File: src/tdq_pkg.sv
`timescale 1ns / 1ps
// ----------------------------------------------------------------------------
// tdq_pkg
// Shared types and constants of the TPDF dither quantizer.
// ----------------------------------------------------------------------------
package tdq_pkg;

    // Register indexes on the configuration port.
    localparam logic REG_FORMAT   = 1'b0;
    localparam logic REG_CHANNELS = 1'b1;

    // Noise generator constants.
    localparam logic [31:0] LCG_MUL    = 32'd1103515245;
    localparam logic [31:0] LCG_ADD    = 32'd12345;
    localparam logic [31:0] LCG_SEED   = 32'd1;
    localparam logic [32:0] NOISE_STEP = 33'd26215;

    // Quantizer limits and the rounding offset (half an LSB in Q30).
    localparam logic [23:0] LIM16    = 24'd32767;
    localparam logic [23:0] LIM24    = 24'd8388607;
    localparam logic [55:0] HALF_Q30 = 56'd1 << 29;

    // Datapath widths.
    localparam int MUL_W   = 33;  // signed operand width of the shared multiplier
    localparam int PROD_W  = 66;
    localparam int DITH_W  = 17;  // difference of two 15-bit draws
    localparam int NOISE_W = 31;  // dither times the noise step
    localparam int PSAMP_W = 56;  // sample times limit
    localparam int SUM_W   = 57;

    // Commands from the controller to the datapath.
    typedef struct packed {
        logic load_in;     // capture an accepted input sample
        logic draw_a;      // first LCG draw of a frame
        logic draw_b;      // second LCG draw, forms the dither value
        logic noise_mul;   // dither times the noise step
        logic sample_mul;  // sample times the format limit
        logic sum;         // add noise to the scaled sample
        logic round;       // round, saturate, load the output and advance position
    } tdq_cmd_t;

    // Status from the datapath to the controller.
    typedef struct packed {
        logic first_chan;  // current position is the first channel of a frame
    } tdq_stat_t;

endpackage

File: src/tdq_regs.sv
`timescale 1ns / 1ps
// ----------------------------------------------------------------------------
// tdq_regs
// APB configuration registers: output format and channel count.
// ----------------------------------------------------------------------------
module tdq_regs
    import tdq_pkg::*;
(
    input  logic        aclk,
    input  logic        aresetn,
    input  logic        psel,
    input  logic        penable,
    input  logic        pwrite,
    input  logic [2:0]  paddr,
    input  logic [31:0] pwdata,
    output logic [31:0] prdata,
    output logic        pready,
    output logic        fmt24,
    output logic [3:0]  chan_count
);

    logic       fmt_reg;
    logic       fmt_next;
    logic [3:0] count_reg;
    logic [3:0] count_next;
    logic       wr_en;

    assign pready = 1'b1;
    assign wr_en  = psel && penable && pwrite;

    // Register writes at the access cycle of a write request.
    always_comb begin
        fmt_next   = fmt_reg;
        count_next = count_reg;
        if (wr_en) begin
            unique case (paddr[2])
                REG_FORMAT:   fmt_next   = pwdata[0];
                REG_CHANNELS: count_next = pwdata[3:0];
                default:      fmt_next   = fmt_reg;
            endcase
        end
    end

    always_ff @(posedge aclk) begin
        if (!aresetn) begin
            fmt_reg   <= 1'b0;
            count_reg <= 4'd2;
        end else begin
            fmt_reg   <= fmt_next;
            count_reg <= count_next;
        end
    end

    // Read back.
    always_comb begin
        unique case (paddr[2])
            REG_FORMAT:   prdata = {31'd0, fmt_reg};
            REG_CHANNELS: prdata = {28'd0, count_reg};
            default:      prdata = 32'd0;
        endcase
    end

    assign fmt24      = fmt_reg;
    assign chan_count = count_reg;

endmodule

File: src/tdq_dp.sv
`timescale 1ns / 1ps
// ----------------------------------------------------------------------------
// tdq_dp
// Datapath: LCG noise source, shared multiplier, rounding and saturation,
// channel and frame position counters, and the output payload register.
// ----------------------------------------------------------------------------
module tdq_dp
    import tdq_pkg::*;
#(
    parameter int NOISE_PERIOD = 131072,
    parameter int MAX_CHANNELS = 8
) (
    input  logic             aclk,
    input  logic             aresetn,
    input  tdq_cmd_t         cmd,
    output tdq_stat_t        stat,
    input  logic             fmt24,
    input  logic [3:0]       chan_count,
    input  logic [31:0]      sample_in,
    output logic [23:0]      sample_out,
    output logic [23:0]      packed_out,
    output logic [2:0]       channel_out
);

    localparam int FP_W = $clog2(NOISE_PERIOD + 1);
    localparam int CH_W = $clog2(MAX_CHANNELS + 1);

    // Noise state.
    logic [31:0]                lcg_reg;
    logic [14:0]                draw_a_reg;
    logic signed [DITH_W-1:0]   dith_reg;
    logic signed [NOISE_W-1:0]  noise_reg;
    logic [CH_W-1:0]            pos_reg;
    logic [FP_W-1:0]            frame_reg;

    // Sample path.
    logic signed [31:0]         x_reg;
    logic signed [PSAMP_W-1:0]  psamp_reg;
    logic signed [SUM_W-1:0]    sum_reg;
    logic [23:0]                out_samp_reg;
    logic [23:0]                out_pack_reg;
    logic [2:0]                 out_chan_reg;

    logic signed [MUL_W-1:0]    mul_a;
    logic signed [MUL_W-1:0]    mul_b;
    logic signed [PROD_W-1:0]   prod;
    logic [31:0]                lcg_base;
    logic [31:0]                lcg_next;
    logic [23:0]                lim;

    logic                       v_neg;
    logic [PSAMP_W-1:0]         mag;
    logic [PSAMP_W-1:0]         mag_rnd;
    logic [25:0]                rmag;
    logic [23:0]                rsat;
    logic [24:0]                q;

    logic [7:0]                 chans;
    logic [7:0]                 pos_ext;
    logic [7:0]                 pos_inc;
    logic                       frame_end;

    assign lim = fmt24 ? LIM24 : LIM16;

    // Noise restarts from the seed at the first channel of frame zero.
    assign lcg_base = (frame_reg == '0) ? LCG_SEED : lcg_reg;

    // Shared multiplier operand selection.
    always_comb begin
        priority if (cmd.draw_a) begin
            mul_a = {1'b0, lcg_base};
            mul_b = {1'b0, LCG_MUL};
        end else if (cmd.draw_b) begin
            mul_a = {1'b0, lcg_reg};
            mul_b = {1'b0, LCG_MUL};
        end else if (cmd.noise_mul) begin
            mul_a = MUL_W'(dith_reg);
            mul_b = NOISE_STEP;
        end else begin
            mul_a = MUL_W'(x_reg);
            mul_b = {9'd0, lim};
        end
    end

    assign prod     = mul_a * mul_b;
    assign lcg_next = prod[31:0] + LCG_ADD;

    // Input capture, noise draws and the multiply and sum steps.
    always_ff @(posedge aclk) begin
        if (cmd.load_in) begin
            x_reg <= sample_in;
        end
        if (cmd.draw_a) begin
            draw_a_reg <= lcg_next[30:16];
        end
        if (cmd.draw_b) begin
            dith_reg <= {2'b00, lcg_next[30:16]} - {2'b00, draw_a_reg};
        end
        if (cmd.sample_mul) begin
            psamp_reg <= prod[PSAMP_W-1:0];
        end
        if (cmd.sum) begin
            sum_reg <= SUM_W'(psamp_reg) + SUM_W'(noise_reg);
        end
    end

    // Round half away from zero on the magnitude, then saturate to the limit.
    assign v_neg   = sum_reg[SUM_W-1];
    assign mag     = v_neg ? PSAMP_W'(-sum_reg) : PSAMP_W'(sum_reg);
    assign mag_rnd = mag + HALF_Q30;
    assign rmag    = mag_rnd[55:30];
    assign rsat    = (rmag > {2'b00, lim}) ? lim : rmag[23:0];
    assign q       = v_neg ? (25'd0 - {1'b0, rsat}) : {1'b0, rsat};

    // Effective channel count: zero counts as one, capped at the maximum.
    always_comb begin
        priority if (chan_count == 4'd0) begin
            chans = 8'd1;
        end else if ({4'd0, chan_count} > 8'(MAX_CHANNELS)) begin
            chans = 8'(MAX_CHANNELS);
        end else begin
            chans = {4'd0, chan_count};
        end
    end

    assign pos_ext   = 8'(pos_reg);
    assign pos_inc   = pos_ext + 8'd1;
    assign frame_end = (pos_inc >= chans);

    // Output payload register.
    always_ff @(posedge aclk) begin
        if (cmd.round) begin
            out_samp_reg <= q[23:0];
            out_pack_reg <= fmt24 ? q[23:0] : {8'd0, q[15:0]};
            out_chan_reg <= pos_ext[2:0];
        end
    end

    // Noise state and position counters.
    always_ff @(posedge aclk) begin
        if (!aresetn) begin
            lcg_reg   <= LCG_SEED;
            noise_reg <= '0;
            pos_reg   <= '0;
            frame_reg <= '0;
        end else begin
            if (cmd.draw_a || cmd.draw_b) begin
                lcg_reg <= lcg_next;
            end
            if (cmd.noise_mul) begin
                noise_reg <= prod[NOISE_W-1:0];
            end
            if (cmd.round) begin
                if (frame_end) begin
                    pos_reg <= '0;
                    if (frame_reg == FP_W'(NOISE_PERIOD - 1)) begin
                        frame_reg <= '0;
                    end else begin
                        frame_reg <= frame_reg + 1'b1;
                    end
                end else begin
                    pos_reg <= pos_inc[CH_W-1:0];
                end
            end
        end
    end

    assign stat.first_chan = (pos_reg == '0);
    assign sample_out      = out_samp_reg;
    assign packed_out      = out_pack_reg;
    assign channel_out     = out_chan_reg;

endmodule

File: src/tdq_ctrl.sv
`timescale 1ns / 1ps
// ----------------------------------------------------------------------------
// tdq_ctrl
// Controller: sequences noise draws, multiplies and rounding for each request,
// and owns the input ready and the output valid.
// ----------------------------------------------------------------------------
module tdq_ctrl
    import tdq_pkg::*;
(
    input  logic      aclk,
    input  logic      aresetn,
    input  logic      s_tvalid,
    output logic      s_tready,
    output logic      m_tvalid,
    input  logic      m_tready,
    input  tdq_stat_t stat,
    output tdq_cmd_t  cmd
);

    localparam logic [2:0] ST_IDLE   = 3'd0;
    localparam logic [2:0] ST_DRAW_A = 3'd1;
    localparam logic [2:0] ST_DRAW_B = 3'd2;
    localparam logic [2:0] ST_NMUL   = 3'd3;
    localparam logic [2:0] ST_SMUL   = 3'd4;
    localparam logic [2:0] ST_SUM    = 3'd5;
    localparam logic [2:0] ST_RND    = 3'd6;

    logic [2:0] state_reg;
    logic [2:0] state_next;
    logic       ovalid_reg;
    logic       ovalid_next;
    logic       out_free;

    // The output register can take a new result when empty or being drained.
    assign out_free = !ovalid_reg || m_tready;

    // Next state and commands.
    always_comb begin
        state_next = state_reg;
        cmd        = '0;
        unique case (state_reg)
            ST_IDLE: begin
                if (s_tvalid) begin
                    cmd.load_in = 1'b1;
                    state_next  = stat.first_chan ? ST_DRAW_A : ST_SMUL;
                end
            end
            ST_DRAW_A: begin
                cmd.draw_a = 1'b1;
                state_next = ST_DRAW_B;
            end
            ST_DRAW_B: begin
                cmd.draw_b = 1'b1;
                state_next = ST_NMUL;
            end
            ST_NMUL: begin
                cmd.noise_mul = 1'b1;
                state_next    = ST_SMUL;
            end
            ST_SMUL: begin
                cmd.sample_mul = 1'b1;
                state_next     = ST_SUM;
            end
            ST_SUM: begin
                cmd.sum    = 1'b1;
                state_next = ST_RND;
            end
            ST_RND: begin
                if (out_free) begin
                    cmd.round  = 1'b1;
                    state_next = ST_IDLE;
                end
            end
            default: begin
                state_next = ST_IDLE;
            end
        endcase
    end

    // Output valid: set when a result is loaded, cleared when it is taken.
    always_comb begin
        ovalid_next = ovalid_reg && !m_tready;
        if (cmd.round) begin
            ovalid_next = 1'b1;
        end
    end

    always_ff @(posedge aclk) begin
        if (!aresetn) begin
            state_reg  <= ST_IDLE;
            ovalid_reg <= 1'b0;
        end else begin
            state_reg  <= state_next;
            ovalid_reg <= ovalid_next;
        end
    end

    assign s_tready = (state_reg == ST_IDLE);
    assign m_tvalid = ovalid_reg;

endmodule

File: src/tpdf_dither_quantizer_unit.sv
`timescale 1ns / 1ps
// Steps: a request at a frame's later channels runs the sample multiply, the sum
// and the rounding step; at a frame's first channel, two LCG draws and the noise
// multiply come first. The rounding step waits until the output is empty or drained.
// A new request is taken only after the last one has been rounded; all
// steps share one 33x33 multiplier. A result waiting at the output does not
// block the next request until its rounding step. Reset: synchronous, active low;
// noise restarts from seed 1, positions clear, format 16-bit, two channels.
// ----------------------------------------------------------------------------
// tpdf_dither_quantizer_unit
// TPDF-dithered 16/24-bit PCM quantizer for interleaved Q2.30 samples.
// ----------------------------------------------------------------------------
module tpdf_dither_quantizer_unit
    import tdq_pkg::*;
#(
    parameter int NOISE_PERIOD = 131072,
    parameter int MAX_CHANNELS = 8
) (
    input  logic        aclk,
    input  logic        aresetn,
    // Input channel
    input  logic        s_tvalid,
    output logic        s_tready,
    input  logic [31:0] s_tdata,   // [31:0] sample_in
    // Result channel
    output logic        m_tvalid,
    input  logic        m_tready,
    output logic [47:0] m_tdata,   // [23:0] sample_out, [47:24] packed_out
    output logic [2:0]  m_tuser,   // [2:0] channel_out
    // Configuration
    input  logic        psel,
    input  logic        penable,
    input  logic        pwrite,
    input  logic [2:0]  paddr,
    input  logic [31:0] pwdata,
    output logic [31:0] prdata,
    output logic        pready
);

    tdq_cmd_t    cmd;
    tdq_stat_t   stat;
    logic        fmt24;
    logic [3:0]  chan_count;
    logic [23:0] sample_out;
    logic [23:0] packed_out;

    // Configuration registers.
    tdq_regs u_regs (
        .aclk       (aclk),
        .aresetn    (aresetn),
        .psel       (psel),
        .penable    (penable),
        .pwrite     (pwrite),
        .paddr      (paddr),
        .pwdata     (pwdata),
        .prdata     (prdata),
        .pready     (pready),
        .fmt24      (fmt24),
        .chan_count (chan_count)
    );

    // Step sequencer.
    tdq_ctrl u_ctrl (
        .aclk     (aclk),
        .aresetn  (aresetn),
        .s_tvalid (s_tvalid),
        .s_tready (s_tready),
        .m_tvalid (m_tvalid),
        .m_tready (m_tready),
        .stat     (stat),
        .cmd      (cmd)
    );

    // Noise, arithmetic and position state.
    tdq_dp #(
        .NOISE_PERIOD (NOISE_PERIOD),
        .MAX_CHANNELS (MAX_CHANNELS)
    ) u_dp (
        .aclk        (aclk),
        .aresetn     (aresetn),
        .cmd         (cmd),
        .stat        (stat),
        .fmt24       (fmt24),
        .chan_count  (chan_count),
        .sample_in   (s_tdata),
        .sample_out  (sample_out),
        .packed_out  (packed_out),
        .channel_out (m_tuser)
    );

    assign m_tdata = {packed_out, sample_out};

endmodule
File: config.mk
export PLATFORM = sky130hd
export DESIGN_NAME = tpdf_dither_quantizer_unit
export DESIGN_NICKNAME = d
export VERILOG_FILES = /design/src/tdq_pkg.sv /design/src/tdq_regs.sv /design/src/tdq_dp.sv /design/src/tdq_ctrl.sv /design/src/tpdf_dither_quantizer_unit.sv
export SDC_FILE = /design/constraint.sdc
export NUM_CORES = 2
export LEC_CHECK = 0
export BUFFER_PORTS_ARGS = -buffer_cell sky130_fd_sc_hd__buf_2
export CORE_UTILIZATION = 45
export CTS_CLUSTER_SIZE = 30
export DETAILED_ROUTE_END_ITERATION = 8
export PLACE_DENSITY = 0.58
export RECOVER_POWER = 25
export SLEW_MARGIN = 15
export SYNTH_ARGS = -nofsm -noshare
export SYNTH_HDL_FRONTEND = slang
export SYNTH_SLANG_ARGS = --single-unit
export TNS_END_PERCENT = 5
File: constraint.sdc
create_clock -name aclk -period 12.2 [get_ports aclk]
set_input_delay 1.83 -clock aclk [delete_from_list [all_inputs] [get_ports aclk]]
set_output_delay 1.83 -clock aclk [all_outputs]
set_load 0.05 [all_outputs]
==> impl_results.md <==
* Outcome: finished with violations
* Failing checks: max-capacitance violations, max-slew violations
* Met3 Wirelength at 7260 µm
* Dominant synthesized flop cell: edfxtp_1
* Via density at around 5.1
* Slew HR at -1.01
* Ant. Diodes at 0
* Setup WS pre-CTS at approximately 0.5 ns
* Post-CTS Hold Buffers at 0
* Setup Skew at ~0.019 ns
* HP Class: reg2reg
* Main combinational cell family by area after synthesis: adder cells
* Pre-antenna DRT Iters at 6
* Highest Signal Layer: met4
* Vias at 30600
* Top cells by area, synth: fa_1 36%, edfxtp_1 14%, inv_1 9.8%
* GR Util All Layers at 0.247
* Async set-reset flop share out of synthesis at 0
* Io pins at 160
* Worst slew pin tran at 3.02 ns
* Max H-tree Level at 2
* Global-route wire length before repair at 185000 µm
* RSZ-0062 raised after global routing: no
* CTS Root Buffer Type: clkbuf_16
* Synthesized instance count at roughly 4500
* Post-synth EDFFs at about 210
* Multi-input gate area in the final layout at 30800 µm²
* Post-route minimum period at between 10 and 15 ns
* Cts bufs inserted at 39
* DRT met1 WL at 53000 µm
* FP Rows at ~110
* Layout filler cell count at about 9200
* Avg WL per Cell at just under 20 µm
* CTS tree: yes
* Sequential area share after synthesis at 0.187
* Mux contribution to synthesized area at 0.00359
* Drt drc at 0
* Top-count cell post-synth: inv_1
* Clk buf depth at 3
* Fmax at approximately 0.086 GHz
* TNS Setup at 0 ns
* Starting Density at 0.454
* Endpoints failing setup at 0
* Clock Latency Late Sink at ~0.57 ns
* Post-synthesis simple-gate area fraction at 0.109
* Drt total wl at 117000 µm
* Vias in the first global route at about 32000
* I/O Buffers at 100
* CP max FO at 12
* Top cell type's share of synthesized area at 0.365
* Final Util at 0.491
* Worst-path clk slew at 0.06 ns
* Synth Area in XOR/XNOR at 0.0448
* Largest net degree at the start of global routing at slightly above 60
* WP data arrival at 11.89 ns
* Die outline width at 314 µm
* Biggest area consumer among synthesized cells: fa_1
* WS Path Type: reg2reg
* CP endpoint kind: flip-flop
* Syn Area/Cell at between 9 and 10 µm²
* Critical path required time at roughly 13 ns
* Setup slack after layout at ~0.6 ns
* Antenna viol nets, final at 0
* Synth warn at 0
* R2r setup slk at roughly 0.62 ns
* Slowest-stage cell, CP: fa_1
* Core Area at just under 100000 µm²
* Max-slew violation count at between 100 and 150
* Setup Fix Bufs, Post-CTS at 0
* Post-DP HPWL at just over 100000 µm
* Startpoint Class: flip-flop
* Tcrit/Tclk final at 0.949
* Max Cap Viol at 2
* Fin nets at about 5800
* WHS at about 0.46 ns
* Endpoints failing hold at 0
* P&R area growth vs syn at 8.26%
* Share of layout cells above drive strength 1 at 0.0769
* FF+latch count, synth at around 310
* Initial antenna violation count at 0
* Die height at 314 µm
* Max reg flops at 57
* Mapped cell area at 43900 µm²
* Commonest cells post-synth: 1145 x inv_1, 800 x fa_1, 304 x ha_1
* Wire length on met2 at 54100 µm
* Slowest stage delay, CP at 0.61 ns
* Gpl congestion at approximately 0.96
* Die area at about 99000 µm²
* Unique masters post-synth at 100
* Resize count post-CTS at 0
* GRT overflow at 0
* Most used cell along the critical path: fa_1
* Initial DRC Count at roughly 2200
* Adder-cell area share of the yosys netlist at 0.451
* Register Area at 8220 µm²
* Clk sink count at between 300 and 400
* Compound-Gate Fraction of Synth Area at 0.0892
[area by class of cell]
cell class / count / area share
clock buffers: 53 / 0.0236
clock inverters: 19 / 0.00311
inverters: 1147 / 0.0907
multi-input cells: 2933 / 0.648
flip-flops and latches: 305 / 0.173
well taps: 1276 / 0.0336
repair buffers: 212 / 0.0278
[path summary, 6_finish.rpt]
kind / startpoint / endpoint / cells after the start
worst max-delay path: u_dp.frame_reg[0]$_SDFFE_PN0P_ / u_dp.dith_reg[14]$_DFFE_PP_ / 41
worst min-delay path: u_dp.noise_reg[26]$_SDFFE_PN0P_ / u_dp.noise_reg[26]$_SDFFE_PN0P_ / 2
worst max register to register: u_dp.frame_reg[0]$_SDFFE_PN0P_ / u_dp.dith_reg[14]$_DFFE_PP_ / 41
worst min register to register: u_dp.noise_reg[26]$_SDFFE_PN0P_ / u_dp.noise_reg[26]$_SDFFE_PN0P_ / 2
[cell families (layout without fill, tap and decap cells)]
family                     count (synthesis)  after routing
muxes                                     15             15
buffers and inverters                   1291           1431
AOI/OAI and AO/OA                        592            592
and+or+nand+nor                          969            969
adders and majority gates               1104           1104
xor gates and xnor gates                 223            223
other                                      2             30
DFF                                      305            305
[through the flow]
step | instances | area, µm²
6_report | 5945 | 47500
5_1_grt | 5945 | 47500
4_1_cts | 5945 | 47500
3_5_place_dp | 5873 | 46200
3_3_place_gp | 5873 | 46200
2_1_floorplan | 4529 | 44000
[worst max-delay path: cells and delay by family (launching register included)]
| kind | cells | cell delay [ns] |
|---|---|---|
| and+or+nand+nor | 9 | 2.40 |
| AOI/OAI and AO/OA | 9 | 1.85 |
| xor gates and xnor gates | 3 | 0.51 |
| buffers and inverters | 9 | 1.27 |
| DFF | 1 | 0.32 |
| adders and majority gates | 11 | 4.95 |
[per-layer routing]
layer,vias to the layer above,global-route usage
li1,14200,-
met1,15400,0.352
met2,824,0.396
met3,129,0.0349
met4,0,0.0599
met5,-,0
[layout by cell type, fill, tap and decap left out, types with 39 or more instances in the layout]
master     instances
and2_1            53
a21o_1            73
nor3_1            50
fa_1             800
edfxtp_1         211
nand3_1           47
a21oi_1          188
clkbuf_16         42
nand2_1          279
inv_1           1144
xnor2_1          158
xor2_1            60
dfxtp_1           94
buf_4            107
o21ai_0           95
nor2_1           283
nand2b_1          39
ha_1             304
buf_2             99
Power is not shown: default switching activity piles up to over one toggle a cycle in this logic, so the estimate is an artifact.
